File: src/rtl/core/tcaf_pkg.sv
// Shared types and constants for the two-class age-ordered FIFO.
`timescale 1ns / 1ps
`default_nettype none
package tcaf_pkg;

	localparam int DefDepth    = 16;
	localparam int DefIdWidth  = 16;
	localparam int DefTagWidth = 8;
	localparam int ItemIdW     = 16;

	typedef enum logic [1:0] {
		FN_ENQ        = 2'd0,
		FN_DEQ_OLDEST = 2'd1,
		FN_DEQ_C0     = 2'd2,
		FN_DEQ_C1     = 2'd3
	} func_t;

	typedef enum logic [1:0] {
		STS_OK    = 2'd0,
		STS_EMPTY = 2'd1,
		STS_FULL  = 2'd2
	} status_t;

	typedef enum logic {
		FSM_IDLE = 1'b0,
		FSM_PICK = 1'b1
	} fsm_t;

	typedef struct packed {
		logic push;
		logic rd;
		logic pop;
	} qctl_t;

	typedef struct packed {
		logic empty;
		logic full;
	} qstat_t;

endpackage
`default_nettype wire

File: src/rtl/core/tcaf_req_if.sv
// Request channel: operation code, class and identifier of one beat.
`timescale 1ns / 1ps
`default_nettype none
interface tcaf_req_if;
	logic                                  valid;
	logic                                  ready;
	tcaf_pkg::func_t                       func;
	logic                                  item_class;
	logic [tcaf_pkg::ItemIdW-1:0]          item_id;

	modport source (output valid, output func, output item_class, output item_id,
		input ready);
	modport sink (input valid, input func, input item_class, input item_id,
		output ready);
endinterface
`default_nettype wire

File: src/rtl/core/tcaf_rsp_if.sv
// Response channel: status, class and identifier of one beat.
`timescale 1ns / 1ps
`default_nettype none
interface tcaf_rsp_if;
	logic                                  valid;
	logic                                  ready;
	tcaf_pkg::status_t                     status;
	logic                                  out_class;
	logic [tcaf_pkg::ItemIdW-1:0]          out_id;

	modport source (output valid, output status, output out_class, output out_id,
		input ready);
	modport sink (input valid, input status, input out_class, input out_id,
		output ready);
endinterface
`default_nettype wire

File: src/rtl/core/tcaf_queue.sv
// One class queue: circular store in a synchronous memory with head and fill count.
`timescale 1ns / 1ps
`default_nettype none
module tcaf_queue #(
	parameter int DEPTH     = tcaf_pkg::DefDepth,
	parameter int ID_WIDTH  = tcaf_pkg::DefIdWidth,
	parameter int TAG_WIDTH = tcaf_pkg::DefTagWidth
) (
	input  wire                    clk,
	input  wire                    arst_n,
	input  tcaf_pkg::qctl_t        ctl,
	input  wire  [ID_WIDTH-1:0]    wr_id,
	input  wire  [TAG_WIDTH-1:0]   wr_tag,
	output logic [ID_WIDTH-1:0]    rd_id,
	output logic [TAG_WIDTH-1:0]   rd_tag,
	output tcaf_pkg::qstat_t       stat
);
	localparam int AW = (DEPTH > 1) ? $clog2(DEPTH) : 1;
	localparam int CW = $clog2(DEPTH + 1);
	localparam int EW = ID_WIDTH + TAG_WIDTH;

	logic [EW-1:0] mem [DEPTH];
	logic [EW-1:0] rd_s1;
	logic [AW-1:0] head_q;
	logic [CW-1:0] fill_q;
	logic [AW:0]   tail_sum;
	logic [AW-1:0] tail;

	assign tail_sum = {1'b0, head_q} + (AW+1)'(fill_q);
	assign tail = (tail_sum >= (AW+1)'(DEPTH)) ? AW'(tail_sum - (AW+1)'(DEPTH))
		: tail_sum[AW-1:0];

	always_ff @(posedge clk) begin
		if (ctl.push) begin
			mem[tail] <= {wr_tag, wr_id};
		end
		if (ctl.rd) begin
			rd_s1 <= mem[head_q];
		end
	end

	always_ff @(posedge clk or negedge arst_n) begin
		if (!arst_n) begin
			head_q <= '0;
			fill_q <= '0;
		end else begin
			if (ctl.pop) begin
				head_q <= (head_q == AW'(DEPTH - 1)) ? '0 : head_q + AW'(1);
			end
			if (ctl.push && !ctl.pop) begin
				fill_q <= fill_q + CW'(1);
			end else if (ctl.pop && !ctl.push) begin
				fill_q <= fill_q - CW'(1);
			end
		end
	end

	assign rd_id      = rd_s1[ID_WIDTH-1:0];
	assign rd_tag     = rd_s1[EW-1:ID_WIDTH];
	assign stat.empty = (fill_q == '0);
	assign stat.full  = (fill_q == CW'(DEPTH));
endmodule
`default_nettype wire

File: src/rtl/core/two_class_age_ordered_fifo_core.sv
// Top level of the two-class age-ordered FIFO.
// Usage:
//   req carries one operation per beat: enqueue of item_id into the queue of
//   item_class, dequeue of a named class, or dequeue of the older head of
//   the two classes. Every request beat yields exactly one rsp beat with
//   status (ok, empty, full), the class and the identifier popped.
//   Each enqueue tags its entry with a shared wrapping arrival counter; the
//   oldest-of-either dequeue compares the two head tags modulo the counter.
// Timing and flow:
//   Enqueue: the response is registered in the cycle after the request beat;
//   one enqueue per cycle while the output register is free. Dequeue: the
//   request reads both class heads from the class memories, then the PICK state
//   registers the response once the output is free; no request is taken in PICK.
// Reset: arst_n clears heads, fill counts, arrival counter, state and rsp.valid;
//   rsp fields and memories are not reset; memory data is used only when filled.
// Stall: the response sits in an output register until rsp.ready; a new
//   request is taken while the held response is being taken in that cycle.
`timescale 1ns / 1ps
`default_nettype none
module two_class_age_ordered_fifo_core #(
	parameter int DEPTH     = tcaf_pkg::DefDepth,
	parameter int ID_WIDTH  = tcaf_pkg::DefIdWidth,
	parameter int TAG_WIDTH = tcaf_pkg::DefTagWidth
) (
	input wire         clk,
	input wire         arst_n,
	tcaf_req_if.sink   req,
	tcaf_rsp_if.source rsp
);
	tcaf_pkg::fsm_t    state_q, state_d;
	tcaf_pkg::func_t   func_q;
	tcaf_pkg::qctl_t   ctl0, ctl1;
	tcaf_pkg::qstat_t  stat0, stat1;
	tcaf_pkg::status_t status_q, status_d;

	logic [TAG_WIDTH-1:0]        tag_q;
	logic [ID_WIDTH-1:0]         id_in;
	logic [ID_WIDTH-1:0]         rd_id0, rd_id1;
	logic [TAG_WIDTH-1:0]        rd_tag0, rd_tag1, tag_diff;
	logic [tcaf_pkg::ItemIdW-1:0] id_q, id_d;
	logic                        ov_q, class_q, class_d;
	logic                        out_free, accept, load, pick, older0, tag_inc;

	assign id_in    = ID_WIDTH'(req.item_id);
	assign out_free = !ov_q || rsp.ready;
	assign req.ready = (state_q == tcaf_pkg::FSM_IDLE) && out_free;
	assign accept   = req.valid && req.ready;

	assign tag_diff = rd_tag1 - rd_tag0;
	assign older0   = (tag_diff != '0) && !tag_diff[TAG_WIDTH-1];

	always_comb begin
		state_d  = state_q;
		ctl0     = '0;
		ctl1     = '0;
		load     = 1'b0;
		status_d = tcaf_pkg::STS_OK;
		class_d  = 1'b0;
		id_d     = '0;
		tag_inc  = 1'b0;
		pick     = 1'b0;
		unique case (state_q)
			tcaf_pkg::FSM_IDLE: begin
				if (accept) begin
					if (req.func == tcaf_pkg::FN_ENQ) begin
						load = 1'b1;
						if (req.item_class ? stat1.full : stat0.full) begin
							status_d = tcaf_pkg::STS_FULL;
						end else begin
							tag_inc   = 1'b1;
							ctl0.push = !req.item_class;
							ctl1.push = req.item_class;
						end
					end else begin
						ctl0.rd = 1'b1;
						ctl1.rd = 1'b1;
						state_d = tcaf_pkg::FSM_PICK;
					end
				end
			end
			tcaf_pkg::FSM_PICK: begin
				case (func_q)
					tcaf_pkg::FN_DEQ_C0: pick = 1'b0;
					tcaf_pkg::FN_DEQ_C1: pick = 1'b1;
					default: begin
						if (stat0.empty) begin
							pick = 1'b1;
						end else if (stat1.empty) begin
							pick = 1'b0;
						end else begin
							pick = !older0;
						end
					end
				endcase
				if (out_free) begin
					load    = 1'b1;
					state_d = tcaf_pkg::FSM_IDLE;
					if (pick ? stat1.empty : stat0.empty) begin
						status_d = tcaf_pkg::STS_EMPTY;
					end else begin
						class_d  = pick;
						id_d     = tcaf_pkg::ItemIdW'(pick ? rd_id1 : rd_id0);
						ctl0.pop = !pick;
						ctl1.pop = pick;
					end
				end
			end
			default: state_d = tcaf_pkg::FSM_IDLE;
		endcase
	end

	always_ff @(posedge clk or negedge arst_n) begin
		if (!arst_n) begin
			state_q <= tcaf_pkg::FSM_IDLE;
			tag_q   <= '0;
			ov_q    <= 1'b0;
		end else begin
			state_q <= state_d;
			if (tag_inc) begin
				tag_q <= tag_q + TAG_WIDTH'(1);
			end
			if (load) begin
				ov_q <= 1'b1;
			end else if (rsp.ready) begin
				ov_q <= 1'b0;
			end
		end
	end

	always_ff @(posedge clk) begin
		if (accept) begin
			func_q <= req.func;
		end
		if (load) begin
			status_q <= status_d;
			class_q  <= class_d;
			id_q     <= id_d;
		end
	end

	tcaf_queue #(
		.DEPTH     (DEPTH),
		.ID_WIDTH  (ID_WIDTH),
		.TAG_WIDTH (TAG_WIDTH)
	) u_queue0 (
		.clk    (clk),
		.arst_n (arst_n),
		.ctl    (ctl0),
		.wr_id  (id_in),
		.wr_tag (tag_q),
		.rd_id  (rd_id0),
		.rd_tag (rd_tag0),
		.stat   (stat0)
	);

	tcaf_queue #(
		.DEPTH     (DEPTH),
		.ID_WIDTH  (ID_WIDTH),
		.TAG_WIDTH (TAG_WIDTH)
	) u_queue1 (
		.clk    (clk),
		.arst_n (arst_n),
		.ctl    (ctl1),
		.wr_id  (id_in),
		.wr_tag (tag_q),
		.rd_id  (rd_id1),
		.rd_tag (rd_tag1),
		.stat   (stat1)
	);

	assign rsp.valid     = ov_q;
	assign rsp.status    = status_q;
	assign rsp.out_class = class_q;
	assign rsp.out_id    = id_q;
endmodule
`default_nettype wire

File: src/flat_wrapper.sv
// flat-port wrapper written by rule: the top's interface ports become plain ports
module two_class_age_ordered_fifo_core_flat 
#(
	parameter int DEPTH     = tcaf_pkg::DefDepth,
	parameter int ID_WIDTH  = tcaf_pkg::DefIdWidth,
	parameter int TAG_WIDTH = tcaf_pkg::DefTagWidth
)
  (clk, arst_n, req_valid, req_func, req_item_class, req_item_id, req_ready, rsp_valid, rsp_status, rsp_out_class, rsp_out_id, rsp_ready);
  tcaf_req_if req_i ();
  tcaf_rsp_if rsp_i ();
  input wire clk;
  input wire arst_n;
  input wire logic [$bits(req_i.valid)-1:0] req_valid;
  input wire logic [$bits(req_i.func)-1:0] req_func;
  input wire logic [$bits(req_i.item_class)-1:0] req_item_class;
  input wire logic [$bits(req_i.item_id)-1:0] req_item_id;
  output wire logic [$bits(req_i.ready)-1:0] req_ready;
  output wire logic [$bits(rsp_i.valid)-1:0] rsp_valid;
  output wire logic [$bits(rsp_i.status)-1:0] rsp_status;
  output wire logic [$bits(rsp_i.out_class)-1:0] rsp_out_class;
  output wire logic [$bits(rsp_i.out_id)-1:0] rsp_out_id;
  input wire logic [$bits(rsp_i.ready)-1:0] rsp_ready;
  assign req_i.valid = req_valid;
  assign req_i.func = req_func;
  assign req_i.item_class = req_item_class;
  assign req_i.item_id = req_item_id;
  assign req_ready = req_i.ready;
  assign rsp_valid = rsp_i.valid;
  assign rsp_status = rsp_i.status;
  assign rsp_out_class = rsp_i.out_class;
  assign rsp_out_id = rsp_i.out_id;
  assign rsp_i.ready = rsp_ready;
  two_class_age_ordered_fifo_core #(.DEPTH(DEPTH), .ID_WIDTH(ID_WIDTH), .TAG_WIDTH(TAG_WIDTH)) u_core (.clk(clk), .arst_n(arst_n), .req(req_i), .rsp(rsp_i));
endmodule
File: config.mk
export PLATFORM = sky130hd
export DESIGN_NAME = two_class_age_ordered_fifo_core_flat
export DESIGN_NICKNAME = d
export VERILOG_FILES = /design/src/rtl/core/tcaf_pkg.sv /design/src/rtl/core/tcaf_req_if.sv /design/src/rtl/core/tcaf_rsp_if.sv /design/src/rtl/core/tcaf_queue.sv /design/src/rtl/core/two_class_age_ordered_fifo_core.sv /design/src/flat_wrapper.sv
export SDC_FILE = /design/constraint.sdc
export NUM_CORES = 1
export LEC_CHECK = 0
export ABC_CLOCK_PERIOD_IN_PS = 6350
export BUFFER_PORTS_ARGS = -buffer_cell sky130_fd_sc_hd__buf_2
export CAP_MARGIN = 20
export CORE_AREA = 5 5 374 376
export CTS_CLUSTER_SIZE = 20
export DETAILED_ROUTE_END_ITERATION = 10
export DIE_AREA = 0 0 379 381
export HOLD_SLACK_MARGIN = 0.05
export PLACE_DENSITY_LB_ADDON = 0.12
export SLEW_MARGIN = 20
export SYNTH_ARGS = -nofsm -noshare
export SYNTH_HDL_FRONTEND = slang
export SYNTH_SLANG_ARGS = --single-unit
File: constraint.sdc
create_clock -name clk -period 6.35 [get_ports clk]
set_input_delay 0.635 -clock clk [delete_from_list [all_inputs] [get_ports clk]]
set_output_delay 0.635 -clock clk [all_outputs]
set_load 0.01 [all_outputs]
==> impl_metrics.ini <==
[grt]
track_usage_pct = 13.9
grt_max_degree = 83
overflow = 0
grt_pass1_vias = 17100
grt_pass1_wl_um = 140000
antenna_found_initial = 6

[clocking]
cts_tree = yes
clkLatencyLatePin_ps = 690
cts.repair.resized = 0
clk_pin_slew_ps = 60
numCtsBuffers = 100
cts.sinks = 865
cts_buffer_depth = 3
cts_setup_buffers = 0
cts-root-buf = clkbuf_16
htree_levels = 3

[timing]
finalCritPeriodShare_pct = 55.6
whs_ps = 156
report.final.slew_viol_count = 0
slew_headroom_pct = 22.4
rsz0062_at_grt = no
worst_slew_pin_slew_ps = 1160
setup-tns-final_ps = 0
finalCriticalPeriod_ps = 3530
finClkSkew_ps = 23.3
hold_viol = 0
setup-violations-final = 0
fmax_ghz = 0.283

[synthesis]
synth_area_leaders = edfxtp_1 (74%), mux4_2 (6.4%), mux2i_1 (5.2%), dfrtp_1 (2.1%), a221oi_1 (1.9%)
ys_ff_latch = 865
syn_inst = 1783
yosysMostFrequentCell = edfxtp_1
ys_warn_count = 0
synthDominantCellAreaShare_pct = 74.3
yosys-top-cells-count = edfxtp_1 (837), mux2i_1 (176), mux4_2 (96), nand2_1 (89), a221oi_1 (72)
synth_cell_type_count = 57
syn_area_um2 = 33800
seq_area_frac_synth_pct = 76.4
synth_nets = 1833
async_flop_share_pct = 3.24
syn_avg_cell_area_um2 = 19.0
synthFlopType = edfxtp_1
synth_edf_count = 837
yosys.area.top_type = edfxtp_1

[placement]
post_dp_cell_area_um2 = 36500
port_buffers = 43
routabilityCongestion = 0.749
hpwl_um = 61700

[die]
die_w_um = 379
row_count = 136
core_area_um2 = 136000
die_area_um2 = 144000
boundaryPins = 44
die_y_um = 381
start_util_pct = 24.8

[power]
power_mw = 18.0
p_leak_nw = 13.0
powerDensity_nw_per_um2 = 454
peakVddDrop_mv = 0.235

[layout]
fin_nets = 1924
fin_util_pct = 29.0
stdcell_area_um2 = 39600
layout-drive-gt1-share_pct = 19.5
area_delta_synth_final_pct = 17.2

[flow_run]
drv_cap = 0

[drt]
ant_nets = 0
route.detailed.drc = 0
via_per_inst = 4.52
dr.pass1.iters = 5
routed_wl_um = 101000
wl_per_cell_um = 26.9
vias = 17000
drt-initial-drc-count = 1322

[worst_setup_path]
worst_ep_required_time_ps = 6650
worstSetupPathType = flip-flop to flip-flop
end_kind = flip-flop
worstSetupStartpointType = flip-flop
reg2regPathDepth = 4
crit_start = u_core.u_queue0.head_q[0]
rr_startpoint = u_core.u_queue0.head_q[0]
worstPathMaxFanout = 45
cp_data_arrival_time_ps = 3840

[worst_hold_path]
min_delay_path_depth = 1
hp-class = input pin to flip-flop
hp-start = req_func[0]

[outcome]
status = completed
==> per-layer routing <==
metal	wire, µm	GRT usage [%]	part of all wire (%)
met5	0	0	0
met4	2050	3.80	2.0
met3	4430	1.78	4.4
met2	45800	21.3	45
met1	48800	20.6	48
==> worst max-delay path, cell delays in order (launching register included) <==
cell and delay [ps]:
dfrtp_4 940, ha_1 310, fa_1 470, or3_1 580, nor2_4 800
==> final timing paths <==
| path | endpoint | slack, ps |
|---|---|---|
| worst max-delay path | u_core.u_queue0.mem[8][3] | 2820 |
| max in group asynchronous | u_core.u_queue0.head_q[0] | 5130 |
| worst min register to register | u_core.u_queue0.fill_q[4] | 540 |
| worst max register to register | u_core.u_queue0.mem[8][3] | 2820 |
| worst min-delay path | u_core.func_q[0] | 160 |
| min in group asynchronous | u_core.state_q | 580 |
==> through the flow <==
stage | cells | setup WS [ps]
after global routing | 3742 | 2600
after global placement | 3557 | 2650
after floorplan | 1783 | 2760
after detailed placement | 3562 | 2640
final | 3751 | 2820
after CTS | 3739 | 2670
==> cell usage in the layout (no fill, tap or decap), drive strengths merged, types with 5 or more instances in the layout <==
cell type | netlist | final
a31oi | 5 | 5
nand2 | 89 | 89
and2 | 5 | 5
mux4 | 96 | 96
inv | 21 | 23
o21ai | 68 | 68
dfrtp | 28 | 28
a22o | 17 | 17
edfxtp | 837 | 837
fa | 5 | 5
ha | 22 | 22
xor2 | 10 | 10
nand3 | 6 | 6
buf | 30 | 72
mux2i | 176 | 176
a21o | 8 | 8
a22oi | 49 | 49
bufinv | 0 | 7
xnor2 | 19 | 19
a221oi | 72 | 72
nor3 | 5 | 5
nand2b | 6 | 6
mux2 | 24 | 24
nor2b | 6 | 6
a21oi | 39 | 39
clkinv | 0 | 42
clkbuf | 57 | 127
diode | 0 | 9
nor2 | 48 | 48
==> where the power goes <==
part	leakage (nW)	internal, mW	switching, mW
logic	3.39	1.80	3.39
clock network	1.51	3.23	2.30
registers	8.13	6.77	0.512
==> cells by family after synthesis <==
logic type | Yosys count | synth area share (%)
muxes | 296 | 12.4
DFF | 865 | 76.4
buffers and inverters | 108 | 1.24
and+or+nand+nor | 185 | 2.46
AOI/OAI and AO/OA | 273 | 5.65
adders and majority gates | 27 | 1.11
xor gates and xnor gates | 29 | 0.751
==> sequential cells by signal (all words and copies together), names as in the netlist <==
| signal | flops |
|---|---|
| u_core.u_queue1.mem | 384 |
| u_core.u_queue1.rd_s1 | 24 |
| u_core.func_q | 2 |
| u_core.rsp.status | 2 |
| u_core.tag_q | 8 |
| u_core.u_queue1.head_q | 4 |
| u_core.rsp.out_class | 1 |
| u_core.rsp.valid | 1 |
| u_core.rsp.out_id | 16 |
| u_core.u_queue1.fill_q | 5 |
| u_core.state_q | 1 |
| u_core.u_queue0.rd_s1 | 24 |
| u_core.u_queue0.fill_q | 5 |
| u_core.u_queue0.mem | 384 |
| u_core.u_queue0.head_q | 4 |
==> area by class of cell <==
cell class	count	area, µm²
Tap cell	1794	2240
Inverter	21	78.8
Clock buffer	124	2660
Timing Repair Buffer	76	485
Fill cell	13400	96800
Clock inverter	52	448
Sequential cell	865	25900
Multi-Input combinational cell	810	7850
Antenna cell	9	22.5
==> repair_timing <==
action	4_1_cts	5_1_grt
setup endpoints to repair	0	0
hold buffers	1	0
endpoints found under the hold margin	28	0
Note: power is estimated with default switching activity, not from simulation.
